$ cat config.mk
export PLATFORM = sky130hd
export DESIGN_NAME = multi_channel_echo_ranging_core
export DESIGN_NICKNAME = d
export VERILOG_FILES = /design/src/design/mcer_pkg.sv /design/src/design/mcer_front.sv /design/src/design/mcer_queue.sv /design/src/design/mcer_back.sv /design/src/design/multi_channel_echo_ranging_core.sv
export SDC_FILE = /design/constraint.sdc
export NUM_CORES = 1
export LEC_CHECK = 0
export BUFFER_PORTS_ARGS = -buffer_cell sky130_fd_sc_hd__buf_2
export CAP_MARGIN = 10
export CORE_ASPECT_RATIO = 1.25
export CORE_UTILIZATION = 40
export DETAILED_ROUTE_END_ITERATION = 10
export SYNTH_ARGS = -nofsm -noshare
export SYNTH_HDL_FRONTEND = slang
export SYNTH_SLANG_ARGS = --single-unit
$ cat constraint.sdc
create_clock -name clock -period 6 [get_ports clock]
set_clock_uncertainty 0.1 [all_clocks]
set_input_delay 1.8 -clock clock [delete_from_list [all_inputs] [get_ports clock]]
set_output_delay 1.8 -clock clock [all_outputs]
set_load 0.01 [all_outputs]
$ cat src/design/mcer_pkg.sv
// mcer_pkg: shared widths, constants and types of the echo ranging core
// no dependencies; used by every module of the block by scoped names
package mcer_pkg;

   localparam int PIN_W      = 4;
   localparam int CH_W       = 2;
   localparam int COUNT_W    = 16;
   localparam int DIST_W     = 10;
   localparam int RANGE_W    = 9;
   localparam int AVG_W      = 9;

   localparam logic [RANGE_W-1:0] RANGE_RESET = 9'd400;

   localparam int CM_DIVISOR  = 58;
   localparam int RECIP_SHIFT = 16;
   localparam int RECIP_W     = 17;
   localparam int DIVISOR_W   = 6;

   localparam logic [RECIP_W-1:0] RECIP_CM = RECIP_W'((1 << RECIP_SHIFT) / CM_DIVISOR);

   typedef struct packed {
      logic [CH_W-1:0]    channel;
      logic [COUNT_W-1:0] count;
   } job_type;

   typedef struct packed {
      logic not_empty;
      logic full;
   } queue_status_type;

   typedef struct packed {
      logic [CH_W-1:0]    channel;
      logic [COUNT_W-1:0] echo_count;
      logic [DIST_W-1:0]  distance_cm;
      logic               reading_rejected;
      logic [AVG_W-1:0]   average_cm;
   } result_type;

endpackage

$ cat src/design/mcer_front.sv
// mcer_front: per-tick pulse detection, channel selection and width counter
// depends on mcer_pkg; emits one job per finished echo pulse
module mcer_front #(
   parameter int NUM_LIVE = 4
) (
   input  logic                          clock,
   input  logic                          reset,
   input  logic                          accept,
   input  logic [mcer_pkg::PIN_W-1:0]    echo_levels,
   input  logic [mcer_pkg::PIN_W-1:0]    listen_mask,
   output logic                          push,
   output mcer_pkg::job_type             push_job
);

   logic                         active_ff, active_in;
   logic [mcer_pkg::CH_W-1:0]    chan_ff, chan_in;
   logic [mcer_pkg::COUNT_W-1:0] count_ff, count_in;
   logic [mcer_pkg::COUNT_W-1:0] count_inc;
   logic                         found;
   logic [mcer_pkg::CH_W-1:0]    found_ch;
   logic                         chan_done;

   // lowest listened high channel wins
   always_comb begin
      found    = 1'b0;
      found_ch = '0;
      for (int k = NUM_LIVE - 1; k >= 0; k--) begin
         if (echo_levels[k] && listen_mask[k]) begin
            found    = 1'b1;
            found_ch = mcer_pkg::CH_W'(k);
         end
      end
   end

   assign count_inc = count_ff + mcer_pkg::COUNT_W'(1);
   assign chan_done = listen_mask[chan_ff] && !echo_levels[chan_ff];

   always_comb begin
      active_in = active_ff;
      chan_in   = chan_ff;
      count_in  = count_ff;
      if (accept) begin
         if (!active_ff) begin
            if (found) begin
               active_in = 1'b1;
               chan_in   = found_ch;
               count_in  = '0;
            end
         end else begin
            count_in = count_inc;
            if (chan_done) begin
               active_in = 1'b0;
            end
         end
      end
   end

   assign push             = accept && active_ff && chan_done;
   assign push_job.channel = chan_ff;
   assign push_job.count   = count_inc;

   always_ff @(posedge clock) begin
      if (reset) begin
         active_ff <= 1'b0;
      end else begin
         active_ff <= active_in;
      end
   end

   always_ff @(posedge clock) begin
      chan_ff  <= chan_in;
      count_ff <= count_in;
   end

endmodule

$ cat src/design/mcer_queue.sv
// mcer_queue: short job queue between the pulse front end and the ranging back end
// depends on mcer_pkg for the job and status types
module mcer_queue #(
   parameter int DEPTH = 2
) (
   input  logic                       clock,
   input  logic                       reset,
   input  logic                       push,
   input  mcer_pkg::job_type          push_job,
   input  logic                       pop,
   output mcer_pkg::job_type          pop_job,
   output mcer_pkg::queue_status_type status
);

   localparam int PTR_W = (DEPTH > 1) ? $clog2(DEPTH) : 1;
   localparam int CNT_W = $clog2(DEPTH + 1);

   mcer_pkg::job_type mem_ff [DEPTH];
   logic [PTR_W-1:0]  wr_ptr_ff, wr_ptr_in;
   logic [PTR_W-1:0]  rd_ptr_ff, rd_ptr_in;
   logic [CNT_W-1:0]  fill_ff, fill_in;

   function automatic logic [PTR_W-1:0] ptr_next(input logic [PTR_W-1:0] p);
      ptr_next = (p == PTR_W'(DEPTH - 1)) ? '0 : p + PTR_W'(1);
   endfunction

   always_comb begin
      wr_ptr_in = push ? ptr_next(wr_ptr_ff) : wr_ptr_ff;
      rd_ptr_in = pop  ? ptr_next(rd_ptr_ff) : rd_ptr_ff;
      case ({push, pop})
         2'b10:   fill_in = fill_ff + CNT_W'(1);
         2'b01:   fill_in = fill_ff - CNT_W'(1);
         default: fill_in = fill_ff;
      endcase
   end

   assign pop_job          = mem_ff[rd_ptr_ff];
   assign status.not_empty = (fill_ff != '0);
   assign status.full      = (fill_ff == CNT_W'(DEPTH));

   always_ff @(posedge clock) begin
      if (reset) begin
         wr_ptr_ff <= '0;
         rd_ptr_ff <= '0;
         fill_ff   <= '0;
      end else begin
         wr_ptr_ff <= wr_ptr_in;
         rd_ptr_ff <= rd_ptr_in;
         fill_ff   <= fill_in;
      end
   end

   always_ff @(posedge clock) begin
      if (push) begin
         mem_ff[wr_ptr_ff] <= push_job;
      end
   end

endmodule

$ cat src/design/mcer_back.sv
// mcer_back: distance conversion, range check, history update and averaging
// depends on mcer_pkg; takes jobs from mcer_queue and holds the result register
module mcer_back #(
   parameter int NUM_LIVE      = 4,
   parameter int HISTORY_DEPTH = 5
) (
   input  logic                          clock,
   input  logic                          reset,
   input  logic                          cfg_write,
   input  logic [mcer_pkg::RANGE_W-1:0]  cfg_max_range,
   input  mcer_pkg::queue_status_type    q_status,
   input  mcer_pkg::job_type             q_job,
   output logic                          pop,
   output logic                          rsp_valid,
   input  logic                          rsp_ready,
   output mcer_pkg::result_type          result
);

   localparam int ROW_W  = (NUM_LIVE > 1) ? $clog2(NUM_LIVE) : 1;
   localparam int IDX_W  = $clog2(HISTORY_DEPTH);
   localparam int SUM_W  = $clog2(HISTORY_DEPTH * ((1 << mcer_pkg::AVG_W) - 1) + 1);
   localparam int PROD_W = mcer_pkg::COUNT_W + mcer_pkg::RECIP_W;
   localparam int QD_W   = mcer_pkg::COUNT_W + mcer_pkg::DIVISOR_W;

   localparam logic [mcer_pkg::RECIP_W-1:0] RECIP_FULL =
      mcer_pkg::RECIP_W'((1 << mcer_pkg::RECIP_SHIFT) / HISTORY_DEPTH);
   localparam logic [mcer_pkg::RECIP_W-1:0] RECIP_PART =
      mcer_pkg::RECIP_W'((1 << mcer_pkg::RECIP_SHIFT) / (HISTORY_DEPTH - 1));

   localparam logic [2:0] ST_IDLE = 3'd0;
   localparam logic [2:0] ST_MUL  = 3'd1;
   localparam logic [2:0] ST_QUOT = 3'd2;
   localparam logic [2:0] ST_FIX  = 3'd3;
   localparam logic [2:0] ST_SUM  = 3'd4;
   localparam logic [2:0] ST_OUT  = 3'd5;

   logic [2:0]                     state_ff, state_in;
   logic [mcer_pkg::RANGE_W-1:0]   max_range_ff, max_range_in;
   mcer_pkg::job_type              job_ff, job_in;
   logic                           phase_ff, phase_in;
   logic                           rejected_ff, rejected_in;
   logic [mcer_pkg::DIST_W-1:0]    dist_ff, dist_in;
   logic [mcer_pkg::COUNT_W-1:0]   div_x_ff, div_x_in;
   logic [PROD_W-1:0]              prod_ff, prod_in;
   logic [mcer_pkg::COUNT_W-1:0]   quot_ff, quot_in;
   logic [QD_W-1:0]                qd_ff, qd_in;
   logic [SUM_W-1:0]               sum_ff, sum_in;
   logic [IDX_W-1:0]               idx_ff, idx_in;
   logic [mcer_pkg::AVG_W-1:0]     avg_ff, avg_in;
   logic [mcer_pkg::AVG_W-1:0]     hist_ff [NUM_LIVE][HISTORY_DEPTH];

   logic [mcer_pkg::RECIP_W-1:0]   recip;
   logic [mcer_pkg::DIVISOR_W-1:0] divisor;
   logic [mcer_pkg::COUNT_W-1:0]   quot_est;
   logic [QD_W-1:0]                rem;
   logic [mcer_pkg::COUNT_W-1:0]   fix_q;
   logic                           invalid;
   logic [mcer_pkg::DIST_W-1:0]    dist_val;
   logic                           reject_val;
   logic [ROW_W-1:0]               row;
   logic [mcer_pkg::AVG_W-1:0]     entry;
   logic                           hist_shift;

   // shared reciprocal divider: x * recip, then one correction step
   always_comb begin
      if (phase_ff) begin
         recip   = rejected_ff ? RECIP_PART : RECIP_FULL;
         divisor = rejected_ff ? mcer_pkg::DIVISOR_W'(HISTORY_DEPTH - 1)
                               : mcer_pkg::DIVISOR_W'(HISTORY_DEPTH);
      end else begin
         recip   = mcer_pkg::RECIP_CM;
         divisor = mcer_pkg::DIVISOR_W'(mcer_pkg::CM_DIVISOR);
      end
   end

   assign quot_est   = prod_ff[mcer_pkg::RECIP_SHIFT +: mcer_pkg::COUNT_W];
   assign rem        = QD_W'(div_x_ff) - qd_ff;
   assign fix_q      = quot_ff + mcer_pkg::COUNT_W'(rem >= QD_W'(divisor));
   assign invalid    = job_ff.count[mcer_pkg::COUNT_W-1];
   assign dist_val   = invalid ? '0 : mcer_pkg::DIST_W'(fix_q);
   assign reject_val = invalid || (dist_val > mcer_pkg::DIST_W'(max_range_ff));
   assign row        = job_ff.channel[ROW_W-1:0];
   assign entry      = hist_ff[row][idx_ff];
   assign hist_shift = (state_ff == ST_FIX) && !phase_ff;

   always_comb begin
      state_in     = state_ff;
      max_range_in = cfg_write ? cfg_max_range : max_range_ff;
      job_in       = job_ff;
      phase_in     = phase_ff;
      rejected_in  = rejected_ff;
      dist_in      = dist_ff;
      div_x_in     = div_x_ff;
      prod_in      = prod_ff;
      quot_in      = quot_ff;
      qd_in        = qd_ff;
      sum_in       = sum_ff;
      idx_in       = idx_ff;
      avg_in       = avg_ff;
      pop          = 1'b0;
      case (state_ff)
         ST_IDLE: begin
            if (q_status.not_empty) begin
               pop      = 1'b1;
               job_in   = q_job;
               div_x_in = q_job.count;
               phase_in = 1'b0;
               state_in = ST_MUL;
            end
         end
         ST_MUL: begin
            prod_in  = PROD_W'(div_x_ff) * PROD_W'(recip);
            state_in = ST_QUOT;
         end
         ST_QUOT: begin
            quot_in  = quot_est;
            qd_in    = QD_W'(quot_est) * QD_W'(divisor);
            state_in = ST_FIX;
         end
         ST_FIX: begin
            if (phase_ff) begin
               avg_in   = mcer_pkg::AVG_W'(fix_q);
               state_in = ST_OUT;
            end else begin
               dist_in     = dist_val;
               rejected_in = reject_val;
               sum_in      = '0;
               idx_in      = '0;
               state_in    = ST_SUM;
            end
         end
         ST_SUM: begin
            sum_in = sum_ff + SUM_W'(entry);
            idx_in = idx_ff + IDX_W'(1);
            if (idx_ff == IDX_W'(HISTORY_DEPTH - 1)) begin
               div_x_in = mcer_pkg::COUNT_W'(sum_in);
               phase_in = 1'b1;
               state_in = ST_MUL;
            end
         end
         ST_OUT: begin
            if (rsp_ready) begin
               state_in = ST_IDLE;
            end
         end
         default: begin
            state_in = ST_IDLE;
         end
      endcase
   end

   assign rsp_valid               = (state_ff == ST_OUT);
   assign result.channel          = job_ff.channel;
   assign result.echo_count       = job_ff.count;
   assign result.distance_cm      = dist_ff;
   assign result.reading_rejected = rejected_ff;
   assign result.average_cm       = avg_ff;

   always_ff @(posedge clock) begin
      if (reset) begin
         state_ff     <= ST_IDLE;
         max_range_ff <= mcer_pkg::RANGE_RESET;
      end else begin
         state_ff     <= state_in;
         max_range_ff <= max_range_in;
      end
   end

   always_ff @(posedge clock) begin
      job_ff      <= job_in;
      phase_ff    <= phase_in;
      rejected_ff <= rejected_in;
      dist_ff     <= dist_in;
      div_x_ff    <= div_x_in;
      prod_ff     <= prod_in;
      quot_ff     <= quot_in;
      qd_ff       <= qd_in;
      sum_ff      <= sum_in;
      idx_ff      <= idx_in;
      avg_ff      <= avg_in;
   end

   // history rows, newest entry at index zero
   always_ff @(posedge clock) begin
      if (reset) begin
         for (int r = 0; r < NUM_LIVE; r++) begin
            for (int i = 0; i < HISTORY_DEPTH; i++) begin
               hist_ff[r][i] <= '0;
            end
         end
      end else if (hist_shift) begin
         for (int i = HISTORY_DEPTH - 1; i > 0; i--) begin
            hist_ff[row][i] <= hist_ff[row][i-1];
         end
         hist_ff[row][0] <= reject_val ? '0 : dist_val[mcer_pkg::AVG_W-1:0];
      end
   end

endmodule

$ cat src/design/multi_channel_echo_ranging_core.sv
// multi_channel_echo_ranging_core: top level of the echo ranging block
// depends on mcer_pkg, mcer_front, mcer_queue and mcer_back
//
// Each request is one 1 us sample of up to four echo pins plus a listen mask. The front end
// takes one request every cycle while req_ready is high: it picks the lowest listened
// channel that goes high, counts the pulse width and, when that channel falls, hands the
// count to a two-entry job queue. The back end converts the count to centimetres (divide
// by 58), checks it against max_range_cm, updates that channel's history and returns the
// mean of the history. It handles one job at a time, holding the result until rsp_ready:
// two passes through a shared reciprocal divider (multiply, quotient, correction) and one
// history entry summed per cycle. req_ready drops only while the job queue is full, which
// happens when pulses end faster than the back end retires them or rsp_ready stays low.
// The max range register can be written at any cycle and applies at the next range check.
module multi_channel_echo_ranging_core #(
   parameter int NUM_CHANNELS  = 4,
   parameter int HISTORY_DEPTH = 5
) (
   input  logic                          clock,
   input  logic                          reset,
   input  logic                          req_valid,
   output logic                          req_ready,
   input  logic [mcer_pkg::PIN_W-1:0]    req_echo_levels,
   input  logic [mcer_pkg::PIN_W-1:0]    req_listen_mask,
   output logic                          rsp_valid,
   input  logic                          rsp_ready,
   output logic [mcer_pkg::CH_W-1:0]     rsp_channel,
   output logic [mcer_pkg::COUNT_W-1:0]  rsp_echo_count,
   output logic [mcer_pkg::DIST_W-1:0]   rsp_distance_cm,
   output logic                          rsp_reading_rejected,
   output logic [mcer_pkg::AVG_W-1:0]    rsp_average_cm,
   input  logic                          csr_valid,
   output logic                          csr_ready,
   input  logic [mcer_pkg::RANGE_W-1:0]  csr_max_range_cm
);

   localparam int NUM_LIVE =
      (NUM_CHANNELS < mcer_pkg::PIN_W) ? NUM_CHANNELS : mcer_pkg::PIN_W;
   localparam int QUEUE_DEPTH = 2;

   logic                       req_accept;
   logic                       push;
   mcer_pkg::job_type          push_job;
   logic                       pop;
   mcer_pkg::job_type          pop_job;
   mcer_pkg::queue_status_type q_status;
   mcer_pkg::result_type       result;

   assign req_ready  = !q_status.full;
   assign req_accept = req_valid && req_ready;
   assign csr_ready  = 1'b1;

   mcer_front #(
      .NUM_LIVE (NUM_LIVE)
   ) u_front (
      .clock       (clock),
      .reset       (reset),
      .accept      (req_accept),
      .echo_levels (req_echo_levels),
      .listen_mask (req_listen_mask),
      .push        (push),
      .push_job    (push_job)
   );

   mcer_queue #(
      .DEPTH (QUEUE_DEPTH)
   ) u_queue (
      .clock    (clock),
      .reset    (reset),
      .push     (push),
      .push_job (push_job),
      .pop      (pop),
      .pop_job  (pop_job),
      .status   (q_status)
   );

   mcer_back #(
      .NUM_LIVE      (NUM_LIVE),
      .HISTORY_DEPTH (HISTORY_DEPTH)
   ) u_back (
      .clock         (clock),
      .reset         (reset),
      .cfg_write     (csr_valid && csr_ready),
      .cfg_max_range (csr_max_range_cm),
      .q_status      (q_status),
      .q_job         (pop_job),
      .pop           (pop),
      .rsp_valid     (rsp_valid),
      .rsp_ready     (rsp_ready),
      .result        (result)
   );

   assign rsp_channel          = result.channel;
   assign rsp_echo_count       = result.echo_count;
   assign rsp_distance_cm      = result.distance_cm;
   assign rsp_reading_rejected = result.reading_rejected;
   assign rsp_average_cm       = result.average_cm;

endmodule

==> impl_metrics.tcl, run 1 <==
set metrics [dict create \
    outcome "complete, but fails checks" \
    violations "negative setup slack" \
    synth.most_common_cell "edfxtp_1" \
    drt_iter0_drc 778 \
    slew_headroom 0.222 \
    die_area_sq_um 64300 \
    syn_inst 2066 \
    grt_use_total 0.193 \
    hp-class "flop to flop" \
    path_max_fanout 4 \
    drv_cap 0 \
    synth-edff-count 352 \
    postRouteAntennaNets 0 \
    drv_slew 0 \
    yosys_warnings 0 \
    cts_root_buffer "clkbuf_16" \
    ys_ff_latch 372 \
    ys.flop_type "edfxtp_1" \
    crit_type "flop to flop" \
    synthDistinctLibCells 71 \
    grt_setup_unrepaired "true" \
    yosysSeqAreaShare 0.434 \
    area_delta_synth_final_pct 20.4 \
    timing.hold.ws_ns 0.390 \
    place_area_sq_um 28200 \
    ios 63 \
    critical_path.slowest_cell "fa_2" \
    synth_top_area_share 0.418 \
    cts_buffer_depth 3 \
    critPathMostFrequentCell "fa_1" \
    cpLargestDelayFamily "adder cells" \
    worstMarginPinSlew_ns 1.16 \
    slowest_delay_ns 0.53 \
    die_w_microns 227 \
    antenna_cells 0 \
    drive_gt1_frac 0.251 \
    grt_max_degree 49 \
    cts_tree "yes" \
    routed_wl_microns 59400 \
    antenna_found_initial 0 \
    setup_violations 49 \
    numCtsBuffers 40 \
    cp-start-kind "flop" \
    drc 0 \
    wl_per_cell_microns 18.6 \
    vias 16200 \
    dp_hpwl_microns 44500 \
    core-area_sq_um 62300 \
    hold_viol 0 \
    async_reset_ff_frac 0 \
    endpoint_kind "flop" \
    insertion_delay_ns 0.58 \
    synthesis.nets 2495 \
    port_buffers 61 \
    grt_pass1_wl_microns 95800 \
    synth_commonest_cells "edfxtp_1, inv_1, ha_1" \
    fp.dieH_microns 283 \
    viasPerCell 5.06 \
    synthTopCellsByArea "edfxtp_1, fa_1, ha_1" \
    postLayoutSetupSlackWorst_ns -0.357 \
    syn_avg_cell_area_sq_um 12.2 \
    cp.required_ns 6.22 \
    cp.arrival_ns 6.58 \
    synth_top_area_cell "edfxtp_1" \
    dr.pass1.iters 5 \
    post-route-period-util 1.06 \
    hold_buffers 0 \
    place_congestion 0.877 \
    syn-cell-area_sq_um 25300 \
    start_util 0.406 \
    reg2reg_slack_ns -0.36 \
    grt_overflow 0 \
    first_global_vias 18000 \
    rows 102 \
    fin_setup_tns_ns -8.62 \
    timing.fmax_ghz 0.157 \
    cts.reportedPaths.clkPinSlew_ns 0.06 \
    min_period_ns 6.36 \
    cts_sinks 372 \
    final_util 0.489 \
    htreeDepth 2 \
    final_nets 2769 \
    critPathBufInv 7 \
    stdcell_area_sq_um 30500 \
]
[through the flow]
stage | cells | setup slack [ns]
2_1_floorplan | 2066 | -0.0934
5_1_grt | 3202 | -0.566
6_report | 3202 | -0.357
4_1_cts | 3201 | -0.271
3_3_place_gp | 3077 | -0.456
3_5_place_dp | 3077 | -0.524
[state kept, by name, summed over array words and instances (netlist names), 2 cells and up, named ones only]
| signal | flops |
|---|---|
| u_back.hist_ff | 180 |
| u_queue.mem_ff | 36 |
| u_back.qd_ff | 22 |
| u_back.div_x_ff | 16 |
| u_back.prod_ff | 16 |
| u_back.result | 16 |
| u_front.count_ff | 16 |
| u_back.sum_ff | 12 |
| u_back.dist_ff | 10 |
| u_back.quot_ff | 10 |
| u_back.avg_ff | 9 |
| u_back.max_range_ff | 9 |
| u_back.idx_ff | 3 |
| u_back.state_ff | 3 |
| u_back.row | 2 |
| u_front.chan_ff | 2 |
| u_queue.fill_ff | 2 |
[logic make-up after synthesis]
group | Yosys count | share of synthesized area
simple gates | 555 | 0.118
compound gates | 193 | 0.0506
other cells | 2 | 0.000297
mux | 82 | 0.0592
buf+inv | 375 | 0.0560
fa+ha+maj | 407 | 0.254
flops | 372 | 0.434
xor+xnor | 80 | 0.0277
[timing repair]
| item | CTS | global route |
|---|---|---|
| resized for setup | 83 | 42 |
| endpoints found under the setup margin | 51 | 56 |
| pin swaps | 46 | 19 |
| setup buffers | 51 | 2 |
| gates cloned | 2 | 0 |
[cells in the final DEF (no fill, tap or decap), types with 6 or more instances in the layout]
cell type  Yosys  routed
a21o_1        39      39
a21oi_1       54      45
a21oi_2        0       9
and2_1       171     161
and2_4         0      10
and3_1        62      59
buf_2          4      61
buf_4          1     222
buf_6          0      14
clkbuf_1      60       7
clkbuf_16      0      41
dfxtp_1       20      18
edfxtp_1     352     352
fa_1         179     170
fa_2           0       9
ha_1         228     206
ha_4           0      21
inv_1        305     289
inv_2          0      15
mux2_2        21      21
mux2i_1        9       9
mux4_2        52      52
nand2_1       78      68
nand2_2        1       6
nand2b_1       9       8
nand3_1       38      35
nand4_1       11      11
nor2_1        99      72
nor2_2         0      14
nor2_4         0      14
nor2b_1       39      32
nor3_1        24      15
nor3_2         0       8
o21a_1         9       9
o21ai_0       16      14
o21ai_1       22      22
o21bai_1       8       8
xnor2_1       47      43
xor2_1        33      30
[layout make-up]
type,count,area (sq um)
Clock buffer,52,1110
Tap cell,832,1040
Timing Repair Buffer,300,2200
Multi-Input combinational cell,1320,13700
Inverter,306,1150
Sequential cell,372,11000
Clock inverter,20,278
Fill cell,5552,31800
[path summary, 6_finish.rpt]
check,start,depth (start not counted),end
worst min-delay path,u_back.max_range_ff[8],2,u_back.max_range_ff[8]
worst max-delay path,u_back.rejected_ff,26,u_back.prod_ff[22]
worst min register to register,u_back.max_range_ff[8],2,u_back.max_range_ff[8]
worst max register to register,u_back.rejected_ff,26,u_back.prod_ff[22]
[tightest hold or removal path, cell delays in order, from the launching register on]
cell      delay, ns
dfxtp_1        0.30
inv_1          0.07
o211ai_1       0.08
[metal layers]
| layer | wire length [microns] | track usage |
|---|---|---|
| met1 | 23700 | 0.229 |
| met2 | 31900 | 0.353 |
| met3 | 1960 | 0.0225 |
| met4 | 1890 | 0.0694 |
| met5 | 0 | 0 |
Power of run 1 is left out: the tool's default activity adds up to more than one toggle a clock period on the data nets, which glitch-free logic cannot reach.
==> run 2: changes to the inputs <==
==> constraint.sdc (replaced) <==
create_clock -name clock -period 6 [get_ports clock]
set_clock_uncertainty 0.1 [all_clocks]
set_input_delay 0.9 -clock clock [delete_from_list [all_inputs] [get_ports clock]]
set_output_delay 0.9 -clock clock [all_outputs]
set_load 0.01 [all_outputs]
==> run 2 against run 1 <==
Against the previous run:
- the run still ends with negative setup slack left
- clock-buffer cell count fell by 2
- fmax rose by 2.0%
- sequential share of layout area rose by 0.20 points
- final cell count fell by 1.0%
- highest routed layer unchanged
- die area did not move
- routed wire length rose by 1.3%
- register-to-register slack improved by 0.12 ns
- first-iteration DRC count rose by 6.0%
- critical endpoint unchanged
- global-route usage barely moved
- largest cell class unchanged
- via count fell by 0.62%
==> impl_metrics.tcl, run 2 (same netlist as run 1, synthesis figures left out) <==
set metrics [dict create \
    cts_root_buffer "clkbuf_16" \
    dr.pass1.iters 5 \
    path_max_fanout 4 \
    n_fill_cell 5519 \
    fp.dieH_microns 283 \
    setup_violations 47 \
    htreeDepth 2 \
    largest_reg_flops 180 \
    min_period_ns 6.23 \
    crit_type "flop to flop" \
    drt_iter0_drc 825 \
    hp-class "flop to flop" \
    endpoint_kind "flop" \
    cp.required_ns 6.20 \
    post-route-period-util 1.04 \
    area_delta_synth_final_pct 19.8 \
    port_buffers 61 \
    postLayoutSetupSlackWorst_ns -0.234 \
    cts_buffer_depth 3 \
    vias 16100 \
    wl_per_cell_microns 19.0 \
    numCtsBuffers 39 \
    drc 0 \
    drive_gt1_frac 0.255 \
    cts_tree "yes" \
    critPathMostFrequentCell "fa_1" \
    multi_input_area_sq_um 13900 \
    hold_viol 0 \
    largest-register "u_back.hist_ff" \
    drv_cap 0 \
    outcome "complete, but fails checks" \
    cp-start-kind "flop" \
    final_nets 2739 \
    rows 102 \
    grt_use_total 0.193 \
    timing.fmax_ghz 0.160 \
    cp_cell_sequence "nor2_4, buf_6, buf_6, nand2_4, fa_1, inv_2, fa_1, inv_2, fa_1, fa_1, fa_1, fa_1, inv_2, ha_4, nor3_2, nor2_1, a31oi_1, nand2_2, or2_1, a21o_1, a21oi_2, o21bai_2, a21oi_2, xnor2_1" \
    first_global_vias 17600 \
    reg.largest.list "u_back.hist_ff (180), u_queue.mem_ff (36), u_back.qd_ff (22)" \
    slowest_delay_ns 0.60 \
    violations "negative setup slack" \
    routed_wl_microns 60200 \
    critPathBufInv 5 \
    insertion_delay_ns 0.56 \
    final_common_cell "edfxtp_1" \
    stdcell_area_sq_um 30300 \
    drv_slew 0 \
    cts_sinks 372 \
    cts.reportedPaths.clkPinSlew_ns 0.07 \
    die_w_microns 227 \
    critical_path.slowest_cell "fa_1" \
    fin_setup_tns_ns -7.71 \
    core-area_sq_um 62300 \
    final_cell_mix "edfxtp_1, inv_1, ha_1" \
    cpLargestDelayFamily "adder cells" \
    grt_setup_unrepaired "true" \
    grt_max_degree 48 \
    antenna_cells 0 \
    place_congestion 0.893 \
    grt_overflow 0 \
    regArea_sq_um 11000 \
    final_util 0.486 \
    die_area_sq_um 64300 \
    dp_hpwl_microns 44500 \
    postRouteAntennaNets 0 \
    cp.arrival_ns 6.44 \
    start_util 0.406 \
    antenna_found_initial 0 \
    grt_pass1_wl_microns 95800 \
    ios 63 \
    place_area_sq_um 28100 \
    worstMarginPinSlew_ns 1.12 \
    viasPerCell 5.08 \
    slew_headroom 0.253 \
]
-- run 2: layer usage --
| layer | track usage | vias to the layer above | part of all wire |
|---|---|---|---|
| li1 | - | 7557 | - |
| met2 | 0.358 | 232 | 0.55 |
| met1 | 0.232 | 8210 | 0.40 |
| met4 | 0.0561 | 0 | 0.028 |
| met5 | 0 | - | 0 |
| met3 | 0.0185 | 95 | 0.028 |
-- run 2: worst paths after layout --
| check | startpoint | end | slack, ns | depth (start not counted) |
|---|---|---|---|---|
| worst max register to register | u_back.rejected_ff | u_back.prod_ff[22] | -0.23 | 24 |
| worst min-delay path | u_back.max_range_ff[5] | u_back.max_range_ff[5] | 0.40 | 2 |
| worst max-delay path | u_back.rejected_ff | u_back.prod_ff[22] | -0.23 | 24 |
| worst min register to register | u_back.max_range_ff[5] | u_back.max_range_ff[5] | 0.40 | 2 |
-- run 2: final cells by class --
cell class                      instances  share of cell area
Sequential cell                       372               0.362
Clock inverter                         19             0.00541
Clock buffer                           50              0.0356
Inverter                              306              0.0381
Timing Repair Buffer                  272              0.0654
Tap cell                              832              0.0344
Multi-Input combinational cell       1319               0.459
-- run 2: through the flow --
step           cells  hold slack [ns]  setup slack [ns]
2_1_floorplan   2066            0.357           -0.0934
3_3_place_gp    3075            0.382            -0.426
3_5_place_dp    3075            0.395            -0.567
4_1_cts         3159            0.410            -0.323
5_1_grt         3170            0.433            -0.542
6_report        3170            0.401            -0.234
-- run 2: what timing repair did --
item / 4_1_cts / 5_1_grt
resized for setup: 73 / 101
setup buffers: 15 / 15
pin swaps: 45 / 56
gates cloned: 0 / 0
hold buffers: 0 / 0
setup endpoints to repair: 51 / 51
hold endpoints to repair: 0 / 0
-- run 2: worst min-delay path, stage by stage (launching register included) --
cell and delay [ns]:
dfxtp_1 0.33, mux2i_1 0.07, nor2_1 0.07
Power of run 2 is left out for the same reason.
